===== src/design/alarm_deadline_table_timer_macros.svh =====
// ----------------------------------------------------------------------------
// Alarm deadline table timer: assertion macros
// Concurrent assertion helpers, compiled out when SYNTH is defined.
// ----------------------------------------------------------------------------
`ifndef ALARM_DEADLINE_TABLE_TIMER_MACROS_SVH
`define ALARM_DEADLINE_TABLE_TIMER_MACROS_SVH

`ifndef SYNTH

// same-cycle implication
`define ADTT_ASSERT_NOW(label, clk, rst_n, ante, cons) \
  label: assert property (@(posedge clk) disable iff (!(rst_n)) (ante) |-> (cons)) \
    else $error("adtt assertion failed");

// next-cycle implication
`define ADTT_ASSERT_NEXT(label, clk, rst_n, ante, cons) \
  label: assert property (@(posedge clk) disable iff (!(rst_n)) (ante) |=> (cons)) \
    else $error("adtt assertion failed");

`else

`define ADTT_ASSERT_NOW(label, clk, rst_n, ante, cons)
`define ADTT_ASSERT_NEXT(label, clk, rst_n, ante, cons)

`endif

`endif


===== src/design/adtt_pkg.sv =====
// ----------------------------------------------------------------------------
// Alarm deadline table timer package
// Shared constants and table interface structs.
// ----------------------------------------------------------------------------
package adtt_pkg;

  localparam int SLOTS       = 64;
  localparam int MAX_RESULTS = 64;
  localparam int IDX_W       = (SLOTS > 1) ? $clog2(SLOTS) : 1;
  localparam int CNT_W       = $clog2(SLOTS + 1);
  localparam int RES_W       = $clog2(MAX_RESULTS + 1);

  localparam int TIME_W  = 32;
  localparam int STEP_W  = 16;
  localparam int SLOT_W  = 6;
  localparam int OWNER_W = 8;

  localparam logic [STEP_W-1:0] STEP_RESET = 16'd7;

  localparam logic REQ_TICK = 1'b0;
  localparam logic REQ_ARM  = 1'b1;

  // table access from the sequencer
  typedef struct packed {
    logic               wr_en;
    logic [IDX_W-1:0]   wr_idx;
    logic [TIME_W-1:0]  wr_dl;
    logic [OWNER_W-1:0] wr_owner;
    logic               rd_en;
    logic [IDX_W-1:0]   rd_idx;
    logic               clr_en;
    logic [IDX_W-1:0]   clr_idx;
  } tbl_req_t;

  // registered read data
  typedef struct packed {
    logic               vld;
    logic [TIME_W-1:0]  dl;
    logic [OWNER_W-1:0] owner;
  } tbl_rsp_t;

endpackage


===== src/design/adtt_table.sv =====
// ----------------------------------------------------------------------------
// Alarm slot table
// Deadline and owner memories with per-slot armed bits, registered read.
// ----------------------------------------------------------------------------
module adtt_table (
  input  logic               clk,
  input  logic               rst_n,
  input  adtt_pkg::tbl_req_t req,
  output adtt_pkg::tbl_rsp_t rsp
);

  logic [adtt_pkg::TIME_W-1:0]  dl_mem  [adtt_pkg::SLOTS];
  logic [adtt_pkg::OWNER_W-1:0] own_mem [adtt_pkg::SLOTS];
  logic [adtt_pkg::SLOTS-1:0]   vld_r;
  adtt_pkg::tbl_rsp_t           rsp_r;

  // armed bits: reset leaves every slot disarmed
  always_ff @(posedge clk) begin
    if (!rst_n) begin
      vld_r <= '0;
    end else begin
      if (req.wr_en) begin
        vld_r[req.wr_idx] <= 1'b1;
      end
      if (req.clr_en) begin
        vld_r[req.clr_idx] <= 1'b0;
      end
    end
  end

  always_ff @(posedge clk) begin
    if (req.wr_en) begin
      dl_mem[req.wr_idx]  <= req.wr_dl;
      own_mem[req.wr_idx] <= req.wr_owner;
    end
  end

  always_ff @(posedge clk) begin
    if (req.rd_en) begin
      rsp_r.vld   <= vld_r[req.rd_idx];
      rsp_r.dl    <= dl_mem[req.rd_idx];
      rsp_r.owner <= own_mem[req.rd_idx];
    end
  end

  assign rsp = rsp_r;

endmodule


===== src/design/alarm_deadline_table_timer.sv =====
// ----------------------------------------------------------------------------
// Alarm deadline table timer
// Time counter plus alarm slot table, scanned slot by slot on every tick.
// ----------------------------------------------------------------------------
// Arm: the slot is written on accept; the final result is registered from ST_EMIT.
// Tick: one slot per cycle through the table read port, checked from the registered
//   read data; new requests are taken only in ST_IDLE, after the final result.
// Output stalls hold the scan. Synchronous active-low reset: time 0, step 7,
// all slots disarmed at once; owner entries stay undefined until armed.
`include "alarm_deadline_table_timer_macros.svh"

module alarm_deadline_table_timer (
  input  logic                           clk,
  input  logic                           rst_n,
  input  logic                           cfg_wr_en,
  input  logic [adtt_pkg::STEP_W-1:0]    cfg_wr_data,
  input  logic                           in_valid,
  output logic                           in_ready,
  input  logic                           in_req_type,
  input  logic [adtt_pkg::SLOT_W-1:0]    in_slot,
  input  logic [adtt_pkg::OWNER_W-1:0]   in_task_id,
  input  logic [adtt_pkg::TIME_W-1:0]    in_deadline,
  output logic                           out_valid,
  input  logic                           out_ready,
  output logic                           out_fired,
  output logic [adtt_pkg::SLOT_W-1:0]    out_fired_slot,
  output logic [adtt_pkg::OWNER_W-1:0]   out_fired_task,
  output logic [adtt_pkg::TIME_W-1:0]    out_time_now,
  output logic                           out_last
);

  typedef enum logic [2:0] {
    ST_IDLE = 3'b001,
    ST_SCAN = 3'b010,
    ST_EMIT = 3'b100
  } state_t;

  state_t                         state_r, state_nxt;
  logic [adtt_pkg::STEP_W-1:0]    step_r, step_nxt;
  logic [adtt_pkg::TIME_W-1:0]    time_r, time_nxt;
  logic [adtt_pkg::CNT_W-1:0]     rd_idx_r, rd_idx_nxt;
  logic                           chk_v_r, chk_v_nxt;
  logic [adtt_pkg::IDX_W-1:0]     chk_idx_r, chk_idx_nxt;
  logic [adtt_pkg::RES_W-1:0]     cnt_r, cnt_nxt;
  logic                           pend_v_r, pend_v_nxt;
  logic [adtt_pkg::IDX_W-1:0]     pend_slot_r, pend_slot_nxt;
  logic [adtt_pkg::OWNER_W-1:0]   pend_owner_r, pend_owner_nxt;

  logic                           out_valid_r, out_valid_nxt;
  logic                           out_fired_r, out_fired_nxt;
  logic [adtt_pkg::SLOT_W-1:0]    out_slot_r, out_slot_nxt;
  logic [adtt_pkg::OWNER_W-1:0]   out_owner_r, out_owner_nxt;
  logic [adtt_pkg::TIME_W-1:0]    out_time_r, out_time_nxt;
  logic                           out_last_r, out_last_nxt;

  adtt_pkg::tbl_req_t             tbl_req;
  adtt_pkg::tbl_rsp_t             tbl_rsp;

  logic in_acc;
  logic out_free;
  logic due;
  logic blk;
  logic adv;
  logic issue;

  adtt_table u_table (
    .clk   (clk),
    .rst_n (rst_n),
    .req   (tbl_req),
    .rsp   (tbl_rsp)
  );

  assign in_ready = (state_r == ST_IDLE);
  assign in_acc   = in_valid && in_ready;
  assign out_free = !out_valid_r || out_ready;

  assign due = chk_v_r && tbl_rsp.vld && (tbl_rsp.dl != '0) && (tbl_rsp.dl <= time_r) &&
               (cnt_r < adtt_pkg::RES_W'(adtt_pkg::MAX_RESULTS));
  // a second due slot needs the output register for the held one
  assign blk   = due && pend_v_r && !out_free;
  assign adv   = (state_r == ST_SCAN) && !blk;
  assign issue = adv && (rd_idx_r < adtt_pkg::CNT_W'(adtt_pkg::SLOTS));

  always_comb begin
    state_nxt      = state_r;
    step_nxt       = cfg_wr_en ? cfg_wr_data : step_r;
    time_nxt       = time_r;
    rd_idx_nxt     = rd_idx_r;
    chk_v_nxt      = chk_v_r;
    chk_idx_nxt    = chk_idx_r;
    cnt_nxt        = cnt_r;
    pend_v_nxt     = pend_v_r;
    pend_slot_nxt  = pend_slot_r;
    pend_owner_nxt = pend_owner_r;

    out_valid_nxt  = out_valid_r && !out_ready;
    out_fired_nxt  = out_fired_r;
    out_slot_nxt   = out_slot_r;
    out_owner_nxt  = out_owner_r;
    out_time_nxt   = out_time_r;
    out_last_nxt   = out_last_r;

    tbl_req          = '0;
    tbl_req.wr_idx   = adtt_pkg::IDX_W'(in_slot);
    tbl_req.wr_dl    = in_deadline;
    tbl_req.wr_owner = in_task_id;
    tbl_req.rd_idx   = rd_idx_r[adtt_pkg::IDX_W-1:0];
    tbl_req.clr_idx  = chk_idx_r;
    tbl_req.rd_en    = issue;

    case (state_r)
      ST_IDLE: begin
        if (in_acc) begin
          pend_v_nxt = 1'b0;
          cnt_nxt    = '0;
          if (in_req_type == adtt_pkg::REQ_ARM) begin
            tbl_req.wr_en = (32'(in_slot) < 32'(adtt_pkg::SLOTS));
            state_nxt     = ST_EMIT;
          end else begin
            time_nxt   = time_r + adtt_pkg::TIME_W'(step_r);
            rd_idx_nxt = '0;
            chk_v_nxt  = 1'b0;
            state_nxt  = ST_SCAN;
          end
        end
      end
      ST_SCAN: begin
        if (adv) begin
          chk_v_nxt = issue;
          if (issue) begin
            rd_idx_nxt  = rd_idx_r + 1'b1;
            chk_idx_nxt = rd_idx_r[adtt_pkg::IDX_W-1:0];
          end
          if (due) begin
            tbl_req.clr_en = 1'b1;
            cnt_nxt        = cnt_r + 1'b1;
            if (pend_v_r) begin
              out_valid_nxt = 1'b1;
              out_fired_nxt = 1'b1;
              out_slot_nxt  = adtt_pkg::SLOT_W'(pend_slot_r);
              out_owner_nxt = pend_owner_r;
              out_time_nxt  = time_r;
              out_last_nxt  = 1'b0;
            end
            pend_v_nxt     = 1'b1;
            pend_slot_nxt  = chk_idx_r;
            pend_owner_nxt = tbl_rsp.owner;
          end
          if (chk_v_r && (chk_idx_r == adtt_pkg::IDX_W'(adtt_pkg::SLOTS - 1))) begin
            state_nxt = ST_EMIT;
          end
        end
      end
      ST_EMIT: begin
        if (out_free) begin
          out_valid_nxt = 1'b1;
          out_fired_nxt = pend_v_r;
          out_slot_nxt  = pend_v_r ? adtt_pkg::SLOT_W'(pend_slot_r) : '0;
          out_owner_nxt = pend_v_r ? pend_owner_r : '0;
          out_time_nxt  = time_r;
          out_last_nxt  = 1'b1;
          pend_v_nxt    = 1'b0;
          state_nxt     = ST_IDLE;
        end
      end
      default: begin
        state_nxt = ST_IDLE;
      end
    endcase
  end

  always_ff @(posedge clk) begin
    if (!rst_n) begin
      state_r     <= ST_IDLE;
      step_r      <= adtt_pkg::STEP_RESET;
      time_r      <= '0;
      rd_idx_r    <= '0;
      chk_v_r     <= 1'b0;
      cnt_r       <= '0;
      pend_v_r    <= 1'b0;
      out_valid_r <= 1'b0;
    end else begin
      state_r     <= state_nxt;
      step_r      <= step_nxt;
      time_r      <= time_nxt;
      rd_idx_r    <= rd_idx_nxt;
      chk_v_r     <= chk_v_nxt;
      cnt_r       <= cnt_nxt;
      pend_v_r    <= pend_v_nxt;
      out_valid_r <= out_valid_nxt;
    end
  end

  always_ff @(posedge clk) begin
    chk_idx_r    <= chk_idx_nxt;
    pend_slot_r  <= pend_slot_nxt;
    pend_owner_r <= pend_owner_nxt;
    out_fired_r  <= out_fired_nxt;
    out_slot_r   <= out_slot_nxt;
    out_owner_r  <= out_owner_nxt;
    out_time_r   <= out_time_nxt;
    out_last_r   <= out_last_nxt;
  end

  assign out_valid      = out_valid_r;
  assign out_fired      = out_fired_r;
  assign out_fired_slot = out_slot_r;
  assign out_fired_task = out_owner_r;
  assign out_time_now   = out_time_r;
  assign out_last       = out_last_r;

  // a tick moves time by exactly the step in force
  `ADTT_ASSERT_NEXT(a_tick_time, clk, rst_n,
    in_acc && (in_req_type == adtt_pkg::REQ_TICK),
    time_r == ($past(time_r) + adtt_pkg::TIME_W'($past(step_r))))
  // a result without an alarm always closes its transaction
  `ADTT_ASSERT_NOW(a_empty_last, clk, rst_n,
    out_valid_r && !out_fired_r, out_last_r)
  // an arm goes straight to the final result with nothing held
  `ADTT_ASSERT_NEXT(a_arm_emit, clk, rst_n,
    in_acc && (in_req_type == adtt_pkg::REQ_ARM),
    (state_r == ST_EMIT) && !pend_v_r)
  // a stalled check keeps its slot
  `ADTT_ASSERT_NEXT(a_stall_hold, clk, rst_n,
    (state_r == ST_SCAN) && blk, chk_v_r && $stable(chk_idx_r))

endmodule

===== config.mk =====
export PLATFORM = sky130hd
export DESIGN_NAME = alarm_deadline_table_timer
export DESIGN_NICKNAME = d
export VERILOG_FILES = /design/src/design/adtt_pkg.sv /design/src/design/adtt_table.sv /design/src/design/alarm_deadline_table_timer.sv
export VERILOG_INCLUDE_DIRS = /design/src /design/src/design
export SDC_FILE = /design/constraint.sdc
export NUM_CORES = 2
export LEC_CHECK = 0
export BUFFER_PORTS_ARGS = -buffer_cell sky130_fd_sc_hd__buf_2
export CAP_MARGIN = 40
export CORE_MARGIN = 5
export CORE_UTILIZATION = 40
export CTS_CLUSTER_SIZE = 14
export DETAILED_ROUTE_END_ITERATION = 6
export SLEW_MARGIN = 20
export SYNTH_ARGS = -nofsm -noshare
export SYNTH_HDL_FRONTEND = slang
export SYNTH_SLANG_ARGS = --single-unit

===== constraint.sdc =====
create_clock -name clk -period 5.52 [get_ports clk]
set_input_delay 0.828 -clock clk [delete_from_list [all_inputs] [get_ports clk]]
set_output_delay 0.828 -clock clk [all_outputs]
set_load 0.02 [all_outputs]

# Word level (Yosys, flattened, before mapping)
# Memory sizes are Yosys's and may differ from the RTL's. A register that Yosys moved wholly into a read port is not among the register bits.
# Cells that the tools add are included.
# totals
reg_bits	201
mem_bits_rw	2560
inputBits	68
out_inout_bits	50
elab_cells	151
n_memories	2
# classes
addsub	3
magnitude_cmp	8
n_eq_ne	12
muxes	73
bitwise_logic	4
n_reduce_logical	31
# memory_table
name	depth	width	rd	rd_ports_with_merged_regs	write_ports	line	rtl
u_table.dl_mem	64	32	1	1	1	adtt_table.sv:12	logic [adtt_pkg::TIME_W-1:0] dl_mem [adtt_pkg::SLOTS];
u_table.own_mem	64	8	1	1	1	adtt_table.sv:13	logic [adtt_pkg::OWNER_W-1:0] own_mem [adtt_pkg::SLOTS];
# ops
cell	n
2-to-1 mux 64 bit	3
2-to-1 mux 32 bit	4
AND 64 bit	1
NOT 64 bit	1
OR 64 bit	1
case mux 32 bit (2 select lines)	1
2-to-1 mux 7 bit	7
2-to-1 mux 8 bit	5
adder 32 x 16 -> 32 bit	1
less-or-equal comparator 32 bit	1
nonzero test 32 bit	1
2-to-1 mux 1 bit	30
2-to-1 mux 6 bit	5
case mux 7 bit (2 select lines)	2
< comparator 6 x 7 -> 1 bit, second input constant	3
case mux 8 bit (2 select lines)	1
2-to-1 mux 3 bit	5
AND reduction 5 bit	3
adder 7 x 1 -> 7 bit, second input constant	2
< comparator 7 bit, second input constant	2
logical AND 1 bit	13
demux 1 bit (select 6 bit)	2
greater-or-equal comparator 6 x 1 -> 1 bit, second input constant	2
!= test 2 bit, second input constant	6
17 further kinds	29

# Depth between registers and ports, before layout
# depth
ltp_word	12
depth_mapped	12
depth_no_buf	11

# Hierarchy
# From an unflattened synthesis, not the netlist that was laid out.
# hier_totals
cells_unflattened	5269
area_unflattened_um2	108482.8
# modules_own_cells
mod	instances	cells_per_inst	area_each_um2	seq_area_each_um2
adtt_table	1	4622	101807.6	79386.1
alarm_deadline_table_timer	1	647	6675.2	3403.3

# Worst setup path before layout
# No wires, ideal clock.
# synth_path
kind	reg2reg
startpoint	register time_r[22] (netlist bit)
endpoint	register out_fired_r (netlist: out_fired), enable pin
setup_ns	0.454
arrival_time_ns	3.713
t_required_ns	5.066
slack_ns	1.354
stages_incl_launch_ff	11
path_buffers	0
period_less_slack_ns	4.166
cell_sequence	dfxtp_1 -> inv_1 -> ha_1 -> and4_1 -> and4bb_2 -> inv_1 -> a31oi_1 -> o21ai_1 -> and2_1 -> a31oi_1 -> nor2_1
# synth_via
elab_chain_len	9
word_cells_on_any_way	10
classes_between	1 x order compare; 2 x eq/ne; 7 x reduce/logical
# synth_rtl
element	line	rtl
start, declared	alarm_deadline_table_timer.sv:40	logic [adtt_pkg::TIME_W-1:0] time_r, time_nxt;
start signal, assigned	alarm_deadline_table_timer.sv:185	time_r <= time_nxt;
less-or-equal comparator 32 bit (*)	alarm_deadline_table_timer.sv:77	assign due = chk_v_r && tbl_rsp.vld && (tbl_rsp.dl != '0) && (tbl_rsp.dl <= time_r) &&
logical AND 1 bit (*) (2 in a row)	alarm_deadline_table_timer.sv:77	
logical AND 1 bit (2 in a row)	alarm_deadline_table_timer.sv:80	assign blk = due && pend_v_r && !out_free;
logical NOT 1 bit	alarm_deadline_table_timer.sv:81	assign adv = (state_r == ST_SCAN) && !blk;
logical AND 1 bit	alarm_deadline_table_timer.sv:81	
!= test 2 bit (no source line)	--	
AND reduction 5 bit (no source line) (*)	--	
end signal, assigned	alarm_deadline_table_timer.sv:198	out_fired_r <= out_fired_nxt;
end, declared	alarm_deadline_table_timer.sv:50	logic out_fired_r, out_fired_nxt;
# Mark *: on every way between the ends. The rest lies on a longest branch, timed or not.
# A chain may end at the register's enable or synchronous reset.

# Worst setup path in the final report
# layout_path
startpoint	register state_r[0]
endpoint	register u_table.vld_r[19] (netlist bit)
# layout_via
elab_chain_len	8
word_cells_on_any_way	12
classes_between	2 x eq/ne; 7 x mux; 1 x bitwise; 2 x reduce/logical
# layout_rtl
element	line	rtl
start, declared	alarm_deadline_table_timer.sv:38	state_t state_r, state_nxt;
start signal, assigned	alarm_deadline_table_timer.sv:183	state_r <= state_nxt;
equality test 3 x 1 -> 1 bit	alarm_deadline_table_timer.sv:73, alarm_deadline_table_timer.sv:111	
logical AND 1 bit	alarm_deadline_table_timer.sv:74	assign in_acc = in_valid && in_ready;
2-to-1 mux 1 bit	alarm_deadline_table_timer.sv:113	if (in_acc) begin
2-to-1 mux 1 bit	alarm_deadline_table_timer.sv:111	case (state_r)
2-to-1 mux 64 bit	adtt_table.sv:22	if (req.wr_en) begin
2-to-1 mux 64 bit	adtt_table.sv:19	if (!rst_n) begin
AND 64 bit (no source line)	--	
2-to-1 mux 64 bit (*)	adtt_table.sv:25	if (req.clr_en) begin
end signal, assigned	adtt_table.sv:20	vld_r <= '0;
end signal, assigned by index	adtt_table.sv:23	vld_r[req.wr_idx] <= 1'b1;
end signal, assigned by index	adtt_table.sv:26	vld_r[req.clr_idx] <= 1'b0;
end, declared	adtt_table.sv:14	logic [adtt_pkg::SLOTS-1:0] vld_r;
# Mark *: on every way between the ends. The rest lies on a longest branch, timed or not. The select of a mux whose other input is x is not followed.

==> impl_metrics.toml <==
[status]
status = "completed"

[synthesis]
synthAdderAreaFrac = 0.00600
syn_area_per_cell_um2 = 23.0
synth.area.top_cells = "edfxtp_1 (74%), mux4_2 (18%), dfxtp_1 (2.5%)"
synth_area_mm2 = 0.108
synth_top_cell_area_share = 0.744
synth_cell_types = 63
async_flop_share = 0
synth_edf_count = 2669
ys_seq_area_frac = 0.769
synth_mux_area_frac = 0.181
synth_seq_cells = 2801
yosysWarnings = 0
synth-compound-area-share = 0.0148
yosys.area_share.simple = 0.0158
synthCells = 4692
synth_xor_area_frac = 0.00228
synth_flop_cell = "edfxtp_1"
synth_top_family_by_area = "multiplexers"
synth_nets = 4811
synth_area_leader_cell = "edfxtp_1"

[sta]
setup_tns_ns = 0
grt_setup_unrepaired = "false"
worstMarginPinSlew_ns = 0.930
drv_slew = 0
skew_ns = 0.0412
setup_slack_ns = 1.21
setup_viol_count_final = 0
max_freq_mhz = 232
period_needed_ns = 4.31
finalHoldViolCount = 0
relSlewSlack = 0.375
period_share = 0.781

[clock_tree]
cts_sinks = 2801
cts-root-buf = "clkbuf_16"
clk_pin_slew_worst_paths_ns = 0.06
ctsHoldBuffers = 0
postCtsResizedCells = 0
cts_tree = "built"
clk_latency_ns = 0.85
htree_levels = 5
clock_path_buffers = 4
postCtsSetupBuffers = 0
cts_buffers = 290

[die]
die-area_mm2 = 0.280
initial_core_util = 0.402
die_w_um = 529
ioPinCount = 118
die_y_um = 529
core-area_mm2 = 0.268
placementRows = 190

[placed_design]
gp_congestion = 0.802
pre_cts_slack_ns = 1.22
placedCellCount = 8354
dp_hpwl_um = 171000
io_buffers = 117

[drt]
finalWirelength_um = 285000
wl_per_cell_um = 32.1
drc = 0
vias_per_cell = 5.81
ant_nets = 0
drtIter0Drc = 6422
num_vias = 51528
drtPass1Iterations = 6

[pwr]
ir_worst_vdd_mv = 0.240
power.density_mw_per_mm2 = 349
total_power_mw = 43.3
p_leak_nw = 37.3

[critical_path]
path_class = "reg2reg"
crit_path_end_kind = "register"
crit_slowest_cell = "nor2_4"
worstSetupStartpointType = "register"
critical_path_peak_fanout = 24
crit_chain = "or3b_1, inv_2, and2_1, nand2_1, nor2_1, nand3b_1, nor2_4, buf_12, o21ai_0, a21oi_1"
crit_path_max_incr_delay_ns = 0.82
crit_arrival_ns = 5.09
crit_required_ns = 6.30

[grt]
grt_usage = 0.201
gr-total-overflow = 0
grt_pass1_vias = 51576
grt_start_max_net_pins = 90
grt_pass1_wl_um = 401000
antenna_found_initial = 47

[layout]
drive_gt1_frac = 0.319
final_common_cell = "edfxtp_1"
final_cell_mix = "edfxtp_1 (2669), mux4_2 (839), clkbuf_16 (297)"
fin_nets = 5215
fin_cells = 8869
syn2layout_area_growth_pct = 15.4

[min_path]
min_path_type = "in2reg"

[run]
cap_violations = 0
-- layout make-up --
class	count	area, um^2
multi-input combinational	1602	24200
clock buffer	360	7720
sequential	2801	82800
tap	3552	4440
fill	21686	144000
antenna	8	20.0
timing repair buffer	352	3430
clock inverter	145	1420
inverter	49	186
-- routing by layer --
metal / vias up / wire length (um) / GRT usage / part of all wire
li1: 20786 / - / - / -
met1: 28050 / 119000 / 0.292 / 0.42
met2: 2282 / 133000 / 0.310 / 0.47
met3: 388 / 25800 / 0.0485 / 0.091
met4: 22 / 7080 / 0.0495 / 0.025
met5: - / 143 / 0 / 0.00050
-- metrics by stage --
stage / hold WS, ns / instance area, um^2 / util
floorplan: 0.400 / 108000 / -
global placement: 0.405 / 115000 / 0.428
detailed placement: 0.410 / 115000 / 0.429
CTS: 0.146 / 124000 / 0.463
global route: 0.182 / 124000 / 0.464
finish: 0.215 / 124000 / 0.464
-- cell usage after synthesis, drive strengths merged, types with 5 or more instances --
cell type     n
mux2         22
mux2i        37
a21oi       118
edfxtp     2669
nor4         11
o2111ai       6
a31oi         5
nor2        113
nor3b         6
nand4        14
nand3        24
and2          5
nor3         13
xnor2        25
or3           6
dfxtp       132
nand2       104
o21ai       101
clkbuf      133
a211oi        8
o211ai        9
mux4        839
inv          48
nor2b        22
and4          5
ha           50
nand3b        9
buf         107
-- flip-flops by register name, summed over array words and instances (netlist names), 6 cells and up --
register / cells
rd_idx_r: 7
out_fired_task: 8
u_table.dl_mem: 2048
u_table.rsp: 41
pend_owner_r: 8
step_r: 16
out_fired_slot: 6
u_table.vld_r: 64
time_r: 32
pend_slot_r: 6
chk_idx_r: 6
cnt_r: 7
out_time_now: 32
u_table.own_mem: 512
-- final timing paths --
check / startpoint / to / slack [ns] / cells past startpoint
worst max-delay path: state_r[0] / u_table.vld_r[19] / 1.21 / 10
worst min-delay path: cfg_wr_data[0] / step_r[0] / 0.21 / 3
worst max register to register: state_r[0] / u_table.vld_r[19] / 1.21 / 10
worst min register to register: u_table.rsp[2] / pend_owner_r[2] / 0.42 / 0
-- worst max-delay path, delay by kind of cell, from the launching register on --
kind | cells | cell delay [ns]
AND/OR/NAND/NOR | 6 | 3.10
buffers and inverters | 2 | 0.42
flip-flops | 1 | 0.40
AO/OA/AOI/OAI | 2 | 0.30
-- where the power goes --
| part | switching [mW] | internal, mW |
|---|---|---|
| clock network | 8.01 | 11.0 |
| registers | 0.0366 | 23.3 |
| logic | 0.662 | 0.293 |
-- kinds of logic (layout without fill, tap and decap cells) --
group	Yosys count	count (layout)
other	0	8
multiplexers	898	898
adder cells (fa/ha/maj)	51	51
XOR/XNOR	28	28
AO/OA/AOI/OAI	278	278
AND/OR/NAND/NOR	347	347
buffers and inverters	289	906
flip-flops	2801	2801
Note: power is estimated with default switching activity, not from simulation.
